==> config.mk <==
export PLATFORM = sky130hd
export DESIGN_NAME = servo_instruction_packet_framer
export DESIGN_NICKNAME = d
export VERILOG_FILES = /design/src/rtl/sipf_pkg.sv /design/src/rtl/servo_instruction_packet_framer.sv /design/src/rtl/sipf_front.sv /design/src/rtl/sipf_queue.sv /design/src/rtl/sipf_back.sv
export SDC_FILE = /design/constraint.sdc
export NUM_CORES = 1
export LEC_CHECK = 0
export ABC_AREA = 1
export BUFFER_PORTS_ARGS = -buffer_cell sky130_fd_sc_hd__buf_4
export CAP_MARGIN = 20
export CORE_AREA = 2 2 137 139
export DETAILED_ROUTE_END_ITERATION = 8
export DIE_AREA = 0 0 139 141
export PLACE_DENSITY = 0.63
export SLEW_MARGIN = 10
export SYNTH_ARGS = -nofsm -noshare
export SYNTH_HDL_FRONTEND = slang
export SYNTH_SLANG_ARGS = --single-unit
==> constraint.sdc <==
create_clock -name clk -period 4.7 [get_ports clk]
set_input_delay 0.47 -clock clk [delete_from_list [all_inputs] [get_ports clk]]
set_output_delay 0.47 -clock clk [all_outputs]
set_load 0.03 [all_outputs]
==> src/rtl/sipf_pkg.sv <==
// ============================================================================
// Servo instruction packet framer package
// Shared constants, command codes and the packet descriptor that travels
// from the command front end through the queue to the byte sequencer.
// ============================================================================
package sipf_pkg;

    localparam int MAX_DATA_BYTES = 2;
    localparam int ND_W           = $clog2(MAX_DATA_BYTES + 1);
    localparam int QUEUE_DEPTH    = 2;
    localparam int QPTR_W         = (QUEUE_DEPTH > 1) ? $clog2(QUEUE_DEPTH) : 1;
    localparam int QCNT_W         = $clog2(QUEUE_DEPTH + 1);

    localparam logic [7:0] HDR_BYTE       = 8'hff;
    localparam logic [7:0] LEN_PING       = 8'h2;
    localparam logic [7:0] LEN_READ       = 8'h4;
    localparam logic [7:0] LEN_WRITE_BASE = 8'd3;

    localparam logic [7:0] INSTR_PING      = 8'd1;
    localparam logic [7:0] INSTR_READ      = 8'd2;
    localparam logic [7:0] INSTR_WRITE     = 8'd3;
    localparam logic [7:0] INSTR_REG_WRITE = 8'd4;

    typedef enum logic [1:0] {
        OP_PING      = 2'd0,
        OP_READ      = 2'd1,
        OP_WRITE     = 2'd2,
        OP_REG_WRITE = 2'd3
    } op_t;

    typedef enum logic [1:0] {
        KIND_PING,
        KIND_READ,
        KIND_WRITE
    } kind_t;

    typedef struct packed {
        kind_t             kind;
        logic [7:0]        id;
        logic [7:0]        len;
        logic [7:0]        instr;
        logic [7:0]        addr;
        logic [7:0]        cnt;
        logic [7:0]        d0;
        logic [7:0]        d1;
        logic [ND_W-1:0]   nd;
    } desc_t;

    typedef enum logic [3:0] {
        ST_IDLE,
        ST_HDR0,
        ST_HDR1,
        ST_ID,
        ST_LEN,
        ST_INSTR,
        ST_ADDR,
        ST_CNT,
        ST_DATA,
        ST_SUM
    } step_t;

endpackage

==> src/rtl/servo_instruction_packet_framer.sv <==
// ============================================================================
// Servo instruction packet framer
// Turns one command transaction into a serial instruction packet: two header
// bytes, id, length, instruction, parameters and inverted checksum.
// ============================================================================
// Throughput: one byte per cycle while out_stall is low; a packet is 6 bytes (ping),
// 8 (read) or 7 + clamped data bytes (write).
// Packets follow one another with no gap while the descriptor queue holds the next.
// Reset clears the front-end valid, queue pointers, sequencer state and output valid.
module servo_instruction_packet_framer (
    input  logic       clk,
    input  logic       rst_n,
    input  logic       in_valid,
    output logic       in_stall,
    input  logic [1:0] operation,
    input  logic [7:0] servo_id,
    input  logic [7:0] reg_address,
    input  logic [7:0] byte_count,
    input  logic [7:0] data_byte0,
    input  logic [7:0] data_byte1,
    output logic       out_valid,
    input  logic       out_stall,
    output logic [7:0] tx_byte,
    output logic       last_byte
);
    import sipf_pkg::*;

    logic  push_valid;
    logic  push_ready;
    desc_t push_desc;
    logic  pop_valid;
    logic  pop_ready;
    desc_t pop_desc;

    sipf_front u_front (
        .clk         (clk),
        .rst_n       (rst_n),
        .in_valid    (in_valid),
        .in_stall    (in_stall),
        .operation   (operation),
        .servo_id    (servo_id),
        .reg_address (reg_address),
        .byte_count  (byte_count),
        .data_byte0  (data_byte0),
        .data_byte1  (data_byte1),
        .push_valid  (push_valid),
        .push_ready  (push_ready),
        .push_desc   (push_desc)
    );

    sipf_queue u_queue (
        .clk        (clk),
        .rst_n      (rst_n),
        .push_valid (push_valid),
        .push_ready (push_ready),
        .push_desc  (push_desc),
        .pop_valid  (pop_valid),
        .pop_ready  (pop_ready),
        .pop_desc   (pop_desc)
    );

    sipf_back u_back (
        .clk       (clk),
        .rst_n     (rst_n),
        .pop_valid (pop_valid),
        .pop_ready (pop_ready),
        .pop_desc  (pop_desc),
        .out_valid (out_valid),
        .out_stall (out_stall),
        .tx_byte   (tx_byte),
        .last_byte (last_byte)
    );

endmodule

==> src/rtl/sipf_front.sv <==
// ============================================================================
// Command front end
// Accepts a command transaction, classifies it into a packet descriptor and
// hands the descriptor to the queue.
// ============================================================================
module sipf_front (
    input  logic           clk,
    input  logic           rst_n,
    input  logic           in_valid,
    output logic           in_stall,
    input  logic [1:0]     operation,
    input  logic [7:0]     servo_id,
    input  logic [7:0]     reg_address,
    input  logic [7:0]     byte_count,
    input  logic [7:0]     data_byte0,
    input  logic [7:0]     data_byte1,
    output logic           push_valid,
    input  logic           push_ready,
    output sipf_pkg::desc_t push_desc
);
    import sipf_pkg::*;

    logic            valid_reg;
    logic            valid_next;
    desc_t           desc_reg;
    desc_t           desc_next;
    logic            accept;
    logic [ND_W-1:0] nd;

    assign in_stall   = valid_reg && !push_ready;
    assign accept     = in_valid && !in_stall;
    assign push_valid = valid_reg;
    assign push_desc  = desc_reg;

    // clamp write length to the data bytes carried
    assign nd = (byte_count > 8'(MAX_DATA_BYTES)) ? ND_W'(MAX_DATA_BYTES)
                                                   : byte_count[ND_W-1:0];

    always_comb
    begin
        desc_next      = desc_reg;
        valid_next     = valid_reg && !push_ready;
        if (accept)
        begin
            valid_next     = 1'b1;
            desc_next.id   = servo_id;
            desc_next.addr = reg_address;
            desc_next.cnt  = byte_count;
            desc_next.d0   = data_byte0;
            desc_next.d1   = data_byte1;
            desc_next.nd   = nd;
            unique case (op_t'(operation)) inside
                OP_PING:
                begin
                    desc_next.kind  = KIND_PING;
                    desc_next.len   = LEN_PING;
                    desc_next.instr = INSTR_PING;
                end
                OP_READ:
                begin
                    desc_next.kind  = KIND_READ;
                    desc_next.len   = LEN_READ;
                    desc_next.instr = INSTR_READ;
                end
                OP_WRITE, OP_REG_WRITE:
                begin
                    desc_next.kind  = KIND_WRITE;
                    desc_next.len   = LEN_WRITE_BASE + 8'(nd);
                    desc_next.instr = (op_t'(operation) == OP_REG_WRITE) ? INSTR_REG_WRITE
                                                                         : INSTR_WRITE;
                end
                default:
                begin
                    desc_next.kind  = KIND_PING;
                    desc_next.len   = LEN_PING;
                    desc_next.instr = INSTR_PING;
                end
            endcase
        end
    end

    always_ff @(posedge clk or negedge rst_n)
    begin
        if (!rst_n)
        begin
            valid_reg <= 1'b0;
        end
        else
        begin
            valid_reg <= valid_next;
        end
    end

    always_ff @(posedge clk)
    begin
        desc_reg <= desc_next;
    end

endmodule

==> src/rtl/sipf_queue.sv <==
// ============================================================================
// Descriptor queue
// Short FIFO of packet descriptors between the front end and the sequencer.
// ============================================================================
module sipf_queue (
    input  logic            clk,
    input  logic            rst_n,
    input  logic            push_valid,
    output logic            push_ready,
    input  sipf_pkg::desc_t push_desc,
    output logic            pop_valid,
    input  logic            pop_ready,
    output sipf_pkg::desc_t pop_desc
);
    import sipf_pkg::*;

    desc_t             mem_reg [QUEUE_DEPTH];
    logic [QPTR_W-1:0] wr_ptr_reg;
    logic [QPTR_W-1:0] wr_ptr_next;
    logic [QPTR_W-1:0] rd_ptr_reg;
    logic [QPTR_W-1:0] rd_ptr_next;
    logic [QCNT_W-1:0] count_reg;
    logic [QCNT_W-1:0] count_next;
    logic              push;
    logic              pop;

    assign push_ready = (count_reg != QCNT_W'(QUEUE_DEPTH));
    assign pop_valid  = (count_reg != '0);
    assign pop_desc   = mem_reg[rd_ptr_reg];
    assign push       = push_valid && push_ready;
    assign pop        = pop_valid && pop_ready;

    always_comb
    begin
        wr_ptr_next = wr_ptr_reg;
        rd_ptr_next = rd_ptr_reg;
        count_next  = count_reg;
        if (push)
        begin
            wr_ptr_next = (wr_ptr_reg == QPTR_W'(QUEUE_DEPTH - 1)) ? '0 : wr_ptr_reg + 1'b1;
        end
        if (pop)
        begin
            rd_ptr_next = (rd_ptr_reg == QPTR_W'(QUEUE_DEPTH - 1)) ? '0 : rd_ptr_reg + 1'b1;
        end
        if (push && !pop)
        begin
            count_next = count_reg + 1'b1;
        end
        else if (pop && !push)
        begin
            count_next = count_reg - 1'b1;
        end
    end

    always_ff @(posedge clk or negedge rst_n)
    begin
        if (!rst_n)
        begin
            wr_ptr_reg <= '0;
            rd_ptr_reg <= '0;
            count_reg  <= '0;
        end
        else
        begin
            wr_ptr_reg <= wr_ptr_next;
            rd_ptr_reg <= rd_ptr_next;
            count_reg  <= count_next;
        end
    end

    always_ff @(posedge clk)
    begin
        if (push)
        begin
            mem_reg[wr_ptr_reg] <= push_desc;
        end
    end

endmodule

==> src/rtl/sipf_back.sv <==
// ============================================================================
// Packet byte sequencer
// Walks one descriptor through the packet fields, one byte per transaction,
// keeps the running checksum and drives the registered output.
// ============================================================================
module sipf_back (
    input  logic            clk,
    input  logic            rst_n,
    input  logic            pop_valid,
    output logic            pop_ready,
    input  sipf_pkg::desc_t pop_desc,
    output logic            out_valid,
    input  logic            out_stall,
    output logic [7:0]      tx_byte,
    output logic            last_byte
);
    import sipf_pkg::*;

    step_t           state_reg;
    step_t           state_next;
    desc_t           desc_reg;
    logic [7:0]      sum_reg;
    logic [7:0]      sum_next;
    logic [ND_W-1:0] data_cnt_reg;
    logic [ND_W-1:0] data_cnt_next;
    logic            out_valid_reg;
    logic [7:0]      tx_byte_reg;
    logic            last_byte_reg;
    logic            out_ready;
    logic            advance;
    logic            load;
    logic [7:0]      cur_byte;
    logic            cur_summed;
    logic            cur_last;

    assign out_ready = !out_valid_reg || !out_stall;
    assign advance   = (state_reg != ST_IDLE) && out_ready;
    assign load      = pop_valid && ((state_reg == ST_IDLE) || ((state_reg == ST_SUM) && advance));
    assign pop_ready = load;

    assign out_valid = out_valid_reg;
    assign tx_byte   = tx_byte_reg;
    assign last_byte = last_byte_reg;

    always_comb
    begin
        state_next = state_reg;
        unique case (state_reg)
            ST_IDLE:
            begin
                if (pop_valid)
                begin
                    state_next = ST_HDR0;
                end
            end
            ST_HDR0:
            begin
                if (advance) state_next = ST_HDR1;
            end
            ST_HDR1:
            begin
                if (advance) state_next = ST_ID;
            end
            ST_ID:
            begin
                if (advance) state_next = ST_LEN;
            end
            ST_LEN:
            begin
                if (advance) state_next = ST_INSTR;
            end
            ST_INSTR:
            begin
                if (advance)
                begin
                    state_next = (desc_reg.kind == KIND_PING) ? ST_SUM : ST_ADDR;
                end
            end
            ST_ADDR:
            begin
                if (advance)
                begin
                    if (desc_reg.kind == KIND_READ)
                    begin
                        state_next = ST_CNT;
                    end
                    else
                    begin
                        state_next = (desc_reg.nd == '0) ? ST_SUM : ST_DATA;
                    end
                end
            end
            ST_CNT:
            begin
                if (advance) state_next = ST_SUM;
            end
            ST_DATA:
            begin
                if (advance && (data_cnt_reg + 1'b1 == desc_reg.nd))
                begin
                    state_next = ST_SUM;
                end
            end
            ST_SUM:
            begin
                if (advance)
                begin
                    state_next = pop_valid ? ST_HDR0 : ST_IDLE;
                end
            end
            default:
            begin
                state_next = ST_IDLE;
            end
        endcase
    end

    always_comb
    begin
        cur_byte   = HDR_BYTE;
        cur_summed = 1'b0;
        cur_last   = 1'b0;
        unique case (state_reg) inside
            ST_IDLE, ST_HDR0, ST_HDR1:
            begin
                cur_byte = HDR_BYTE;
            end
            ST_ID:
            begin
                cur_byte   = desc_reg.id;
                cur_summed = 1'b1;
            end
            ST_LEN:
            begin
                cur_byte   = desc_reg.len;
                cur_summed = 1'b1;
            end
            ST_INSTR:
            begin
                cur_byte   = desc_reg.instr;
                cur_summed = 1'b1;
            end
            ST_ADDR:
            begin
                cur_byte   = desc_reg.addr;
                cur_summed = 1'b1;
            end
            ST_CNT:
            begin
                cur_byte   = desc_reg.cnt;
                cur_summed = 1'b1;
            end
            ST_DATA:
            begin
                // an index past the two carried bytes would select zero; the clamp keeps nd at two or less
                if (data_cnt_reg == ND_W'(0))
                begin
                    cur_byte = desc_reg.d0;
                end
                else if (data_cnt_reg == ND_W'(1))
                begin
                    cur_byte = desc_reg.d1;
                end
                else
                begin
                    cur_byte = 8'h00;
                end
                cur_summed = 1'b1;
            end
            ST_SUM:
            begin
                cur_byte = ~sum_reg;
                cur_last = 1'b1;
            end
            default:
            begin
                cur_byte = HDR_BYTE;
            end
        endcase
    end

    always_comb
    begin
        sum_next      = sum_reg;
        data_cnt_next = data_cnt_reg;
        if (load)
        begin
            sum_next      = '0;
            data_cnt_next = '0;
        end
        else if (advance)
        begin
            if (cur_summed)
            begin
                sum_next = sum_reg + cur_byte;
            end
            if (state_reg == ST_DATA)
            begin
                data_cnt_next = data_cnt_reg + 1'b1;
            end
        end
    end

    always_ff @(posedge clk or negedge rst_n)
    begin
        if (!rst_n)
        begin
            state_reg     <= ST_IDLE;
            out_valid_reg <= 1'b0;
            sum_reg       <= '0;
            data_cnt_reg  <= '0;
        end
        else
        begin
            state_reg    <= state_next;
            sum_reg      <= sum_next;
            data_cnt_reg <= data_cnt_next;
            if (out_ready)
            begin
                out_valid_reg <= advance;
            end
        end
    end

    always_ff @(posedge clk)
    begin
        if (load)
        begin
            desc_reg <= pop_desc;
        end
        if (advance)
        begin
            tx_byte_reg   <= cur_byte;
            last_byte_reg <= cur_last;
        end
    end

    a_sum_ends_packet: assert property (
        @(posedge clk) disable iff (!rst_n)
        (state_reg == ST_SUM) && advance |=> out_valid_reg && last_byte_reg
    ) else $error("checksum byte not flagged as last");

    a_data_in_range: assert property (
        @(posedge clk) disable iff (!rst_n)
        (state_reg == ST_DATA) |-> (data_cnt_reg < desc_reg.nd)
    ) else $error("data byte count past clamped length");

    a_load_between_packets: assert property (
        @(posedge clk) disable iff (!rst_n)
        load |-> (state_reg == ST_IDLE) || (state_reg == ST_SUM)
    ) else $error("descriptor loaded mid packet");

endmodule

==> impl_metrics.py <==
metrics = {
    "critical_path": {
        "cp-start-kind": "flip-flop",
        "worst_path_largest_cell_delay_ns": 0.42,
        "arrival_ns": 3.49,
        "cp_slowest_cell": "dfrtp_1",
        "r2r_end": "u_back.sum_reg[6]",
        "worst-path-max-fanout": 9,
        "ff2ff_setup_slack_ns": 1.63,
        "required_ns": 5.12,
        "crit_end": "u_back.sum_reg[6]",
        "timing.rr.start": "u_back.data_cnt_reg[0]",
        "cp-startpoint": "u_back.data_cnt_reg[0]",
        "setup.worst_path.end_class": "flip-flop",
        "crit_chain": "inv_1 > ha_1 > clkinv_1 > nand3_1 > a21oi_1 > a211oi_1 > o2111ai_1 > ha_1 > a21oi_1 > o221ai_1 > nor2_1 > nor2_1 > nand2_1 > nand2_1",
        "critical_path_class": "flip-flop to flip-flop",
        "reg2regPathDepth": 14,
    },
    "timing": {
        "period_minus_slack_ns": 3.070,
        "period_share": 0.6532,
        "whs_ns": 0.1144,
        "skew_ns": 0.01257,
        "setup_tns_ns": 0,
        "rsz0062_at_grt": "false",
        "setup_viol": 0,
        "slew_viol_final": 0,
        "tightest_slew_ns": 0.9418,
        "relSlewSlack": 0.3707,
        "fin_ws_ns": 1.630,
        "hold_viol": 0,
        "clock.fmax_ghz": 0.3258,
    },
    "final_layout": {
        "layout-drive-gt1-share": 0.2776,
        "largest_reg_flops": 100,
        "area_growth_pct": 17.23,
        "fill_cells": 1473,
        "antennaDiodeCount": 0,
        "design_area_mm2": 0.01041,
        "fin_util": 0.5696,
        "nNetsFinal": 697,
    },
    "power_and_ir_drop": {
        "vdd_ir_drop_max_mv": 0.5177,
        "p_per_area_mw_per_mm2": 736.4,
        "p_leak_nw": 3.829,
    },
    "die": {
        "rows": 50,
        "core-area_mm2": 0.01827,
        "dieArea_mm2": 0.01960,
        "start_util": 0.4859,
        "die_h_um": 141,
        "pin_count": 57,
        "die_w_um": 139,
    },
    "global_routing": {
        "use_met2": 0.2650,
        "grt_max_degree": 52,
        "antenna_found_initial": 0,
        "grt_pass1_wl_um": 26150,
        "met3_usage": 0.03329,
        "busiest_layer": "met2",
        "gr-usage-met1": 0.2407,
        "grt_pass1_vias": 4834,
        "grt-ovfl-total": 0,
        "track_usage": 0.1706,
    },
    "clock_network": {
        "htreeDepth": 1,
        "cts_tree": "yes",
        "clk_pin_slew_ns": 0.06,
        "cts_resized": 0,
        "insertion_delay_ns": 0.53,
        "cts_buffers": 25,
        "post-cts-setup-buffers": 0,
        "cts_root_buffer": "clkbuf_16",
        "clock_sinks": 229,
        "clockBufferDepth": 3,
    },
    "yosys": {
        "netlist.top_cell.by_area": "edfxtp_1",
        "synth_top_area_frac": 0.7071,
        "ys_seq_elements": 229,
        "synthArstFlopShare": 0.08734,
        "avgSynthCellArea_um2": 15.99,
        "synthFlopType": "edfxtp_1",
        "ys_top_cells_by_area": "edfxtp_1 (71%), mux2_2 (6.3%), dfrtp_1 (5.6%), nand2_1 (2.7%), ha_1 (2.1%)",
        "netlist_instances": 555,
        "synth_warnings": 0,
        "syn-num-nets": 617,
        "synth_most_common_cell": "edfxtp_1",
        "synth-edff-count": 209,
        "synth_top_cells_by_count": "edfxtp_1 (209), nand2_1 (63), mux2_2 (50)",
        "netlist-cell-type-count": 45,
        "syn_area_mm2": 0.008876,
        "seq_area_frac_synth": 0.7635,
    },
    "route": {
        "postRouteWirelength_um": 16230,
        "ant_nets": 0,
        "wl_per_cell_um": 18.32,
        "vias": 4619,
        "drt_iter0_markers": 313,
        "drc": 0,
        "via_per_inst": 5.213,
        "drt-pass1-iter-count": 4,
    },
    "placement": {
        "dpl_cell_area_mm2": 0.009612,
        "gp_congestion": 0.8718,
        "place_ws_ns": 1.632,
        "io_buffer_count": 56,
        "place_hpwl_um": 10630,
    },
    "min_path": {
        "hold_path_class": "primary input to flip-flop",
    },
    "run_status": {
        "status": "complete, no violations",
    },
    "run": {
        "drv_cap": 0,
    },
}
==> per-stage QoR <==
stage          cells  total power, mW
2_1_floorplan    555            5.121
3_3_place_gp     840            5.830
3_5_place_dp     841            5.871
4_1_cts          886            7.768
5_1_grt          886            8.152
6_report         886            7.662
==> placed cells by master (no fill, tap or decap), drive strengths merged, types with 2 or more instances in the layout <==
cell | synthesis | routed
o22ai | 2 | 2
xor2 | 3 | 3
nand3 | 25 | 25
dfrtp | 20 | 20
ha | 15 | 15
edfxtp | 209 | 209
bufinv | 0 | 2
xnor2 | 6 | 6
clkbuf | 5 | 30
buf | 4 | 61
nor2 | 33 | 33
nand2 | 72 | 72
o2111ai | 2 | 2
nand4 | 3 | 3
or2 | 3 | 3
mux2 | 50 | 50
a21oi | 16 | 16
clkinv | 2 | 12
o21a | 2 | 2
a221oi | 5 | 5
o21ai | 21 | 21
inv | 38 | 39
nor3 | 8 | 8
==> layer usage <==
layer  wire (um)  part of all wire  up-vias
met1        7531              0.46     2263
met2        7398              0.46      107
met3         678             0.042       40
met4         621             0.038        0
li1            -                 -     2209
met5           0                 0        -
==> cell type report <==
| type | count | area, um2 | share of cell area |
|---|---|---|---|
| Timing Repair Buffer | 62 | 480.5 | 0.04618 |
| Clock buffer | 30 | 644.4 | 0.06193 |
| Clock inverter | 14 | 138.9 | 0.01335 |
| Sequential cell | 229 | 6778 | 0.6514 |
| Multi-Input combinational cell | 277 | 1921 | 0.1846 |
| Inverter | 40 | 150.1 | 0.01443 |
| Tap cell | 234 | 292.8 | 0.02814 |
==> cells by family after synthesis <==
family,Yosys count,synth area share
flip-flops,229,0.7635
AND/OR/NAND/NOR,146,0.07824
AO/OA/AOI/OAI,56,0.04074
multiplexers,50,0.06343
buffers and inverters,49,0.02185
adder cells (fa/ha/maj),16,0.02340
XOR/XNOR,9,0.008881
==> worst min-delay path by stage <==
stage / from / to / slack [ns] / cells past startpoint
after floorplan: rst_n / u_back.data_cnt_reg[0] / 0.17 / 0
after global placement: rst_n / u_queue.wr_ptr_reg / 0.39 / 1
after detailed placement: rst_n / u_queue.wr_ptr_reg / 0.39 / 1
after CTS: data_byte1[1] / u_front.push_desc[3] / 0.09 / 1
after global routing: servo_id[4] / u_front.push_desc[54] / 0.1 / 1
final: servo_id[4] / u_front.push_desc[54] / 0.11 / 1
==> where the power goes <==
| part | switching, mW | leakage, nW | internal [mW] |
|---|---|---|---|
| combinational | 1.52 | 1.24 | 0.855 |
| sequential | 0.273 | 2.20 | 3.15 |
| clock | 0.770 | 0.384 | 1.09 |
==> critical path: cells and delay by family (launching register included) <==
kind	cells	cell delay [ns]
AO/OA/AOI/OAI	5	1.07
buffers and inverters	2	0.38
adder cells (fa/ha/maj)	2	0.73
AND/OR/NAND/NOR	5	0.38
flip-flops	1	0.42
==> timing repair <==
item	4_1_cts	5_1_grt
setup endpoints to repair	0	0
endpoints found under the hold margin	20	0
hold buffers	1	0
No activity file was read; power rests on OpenSTA's default activity.
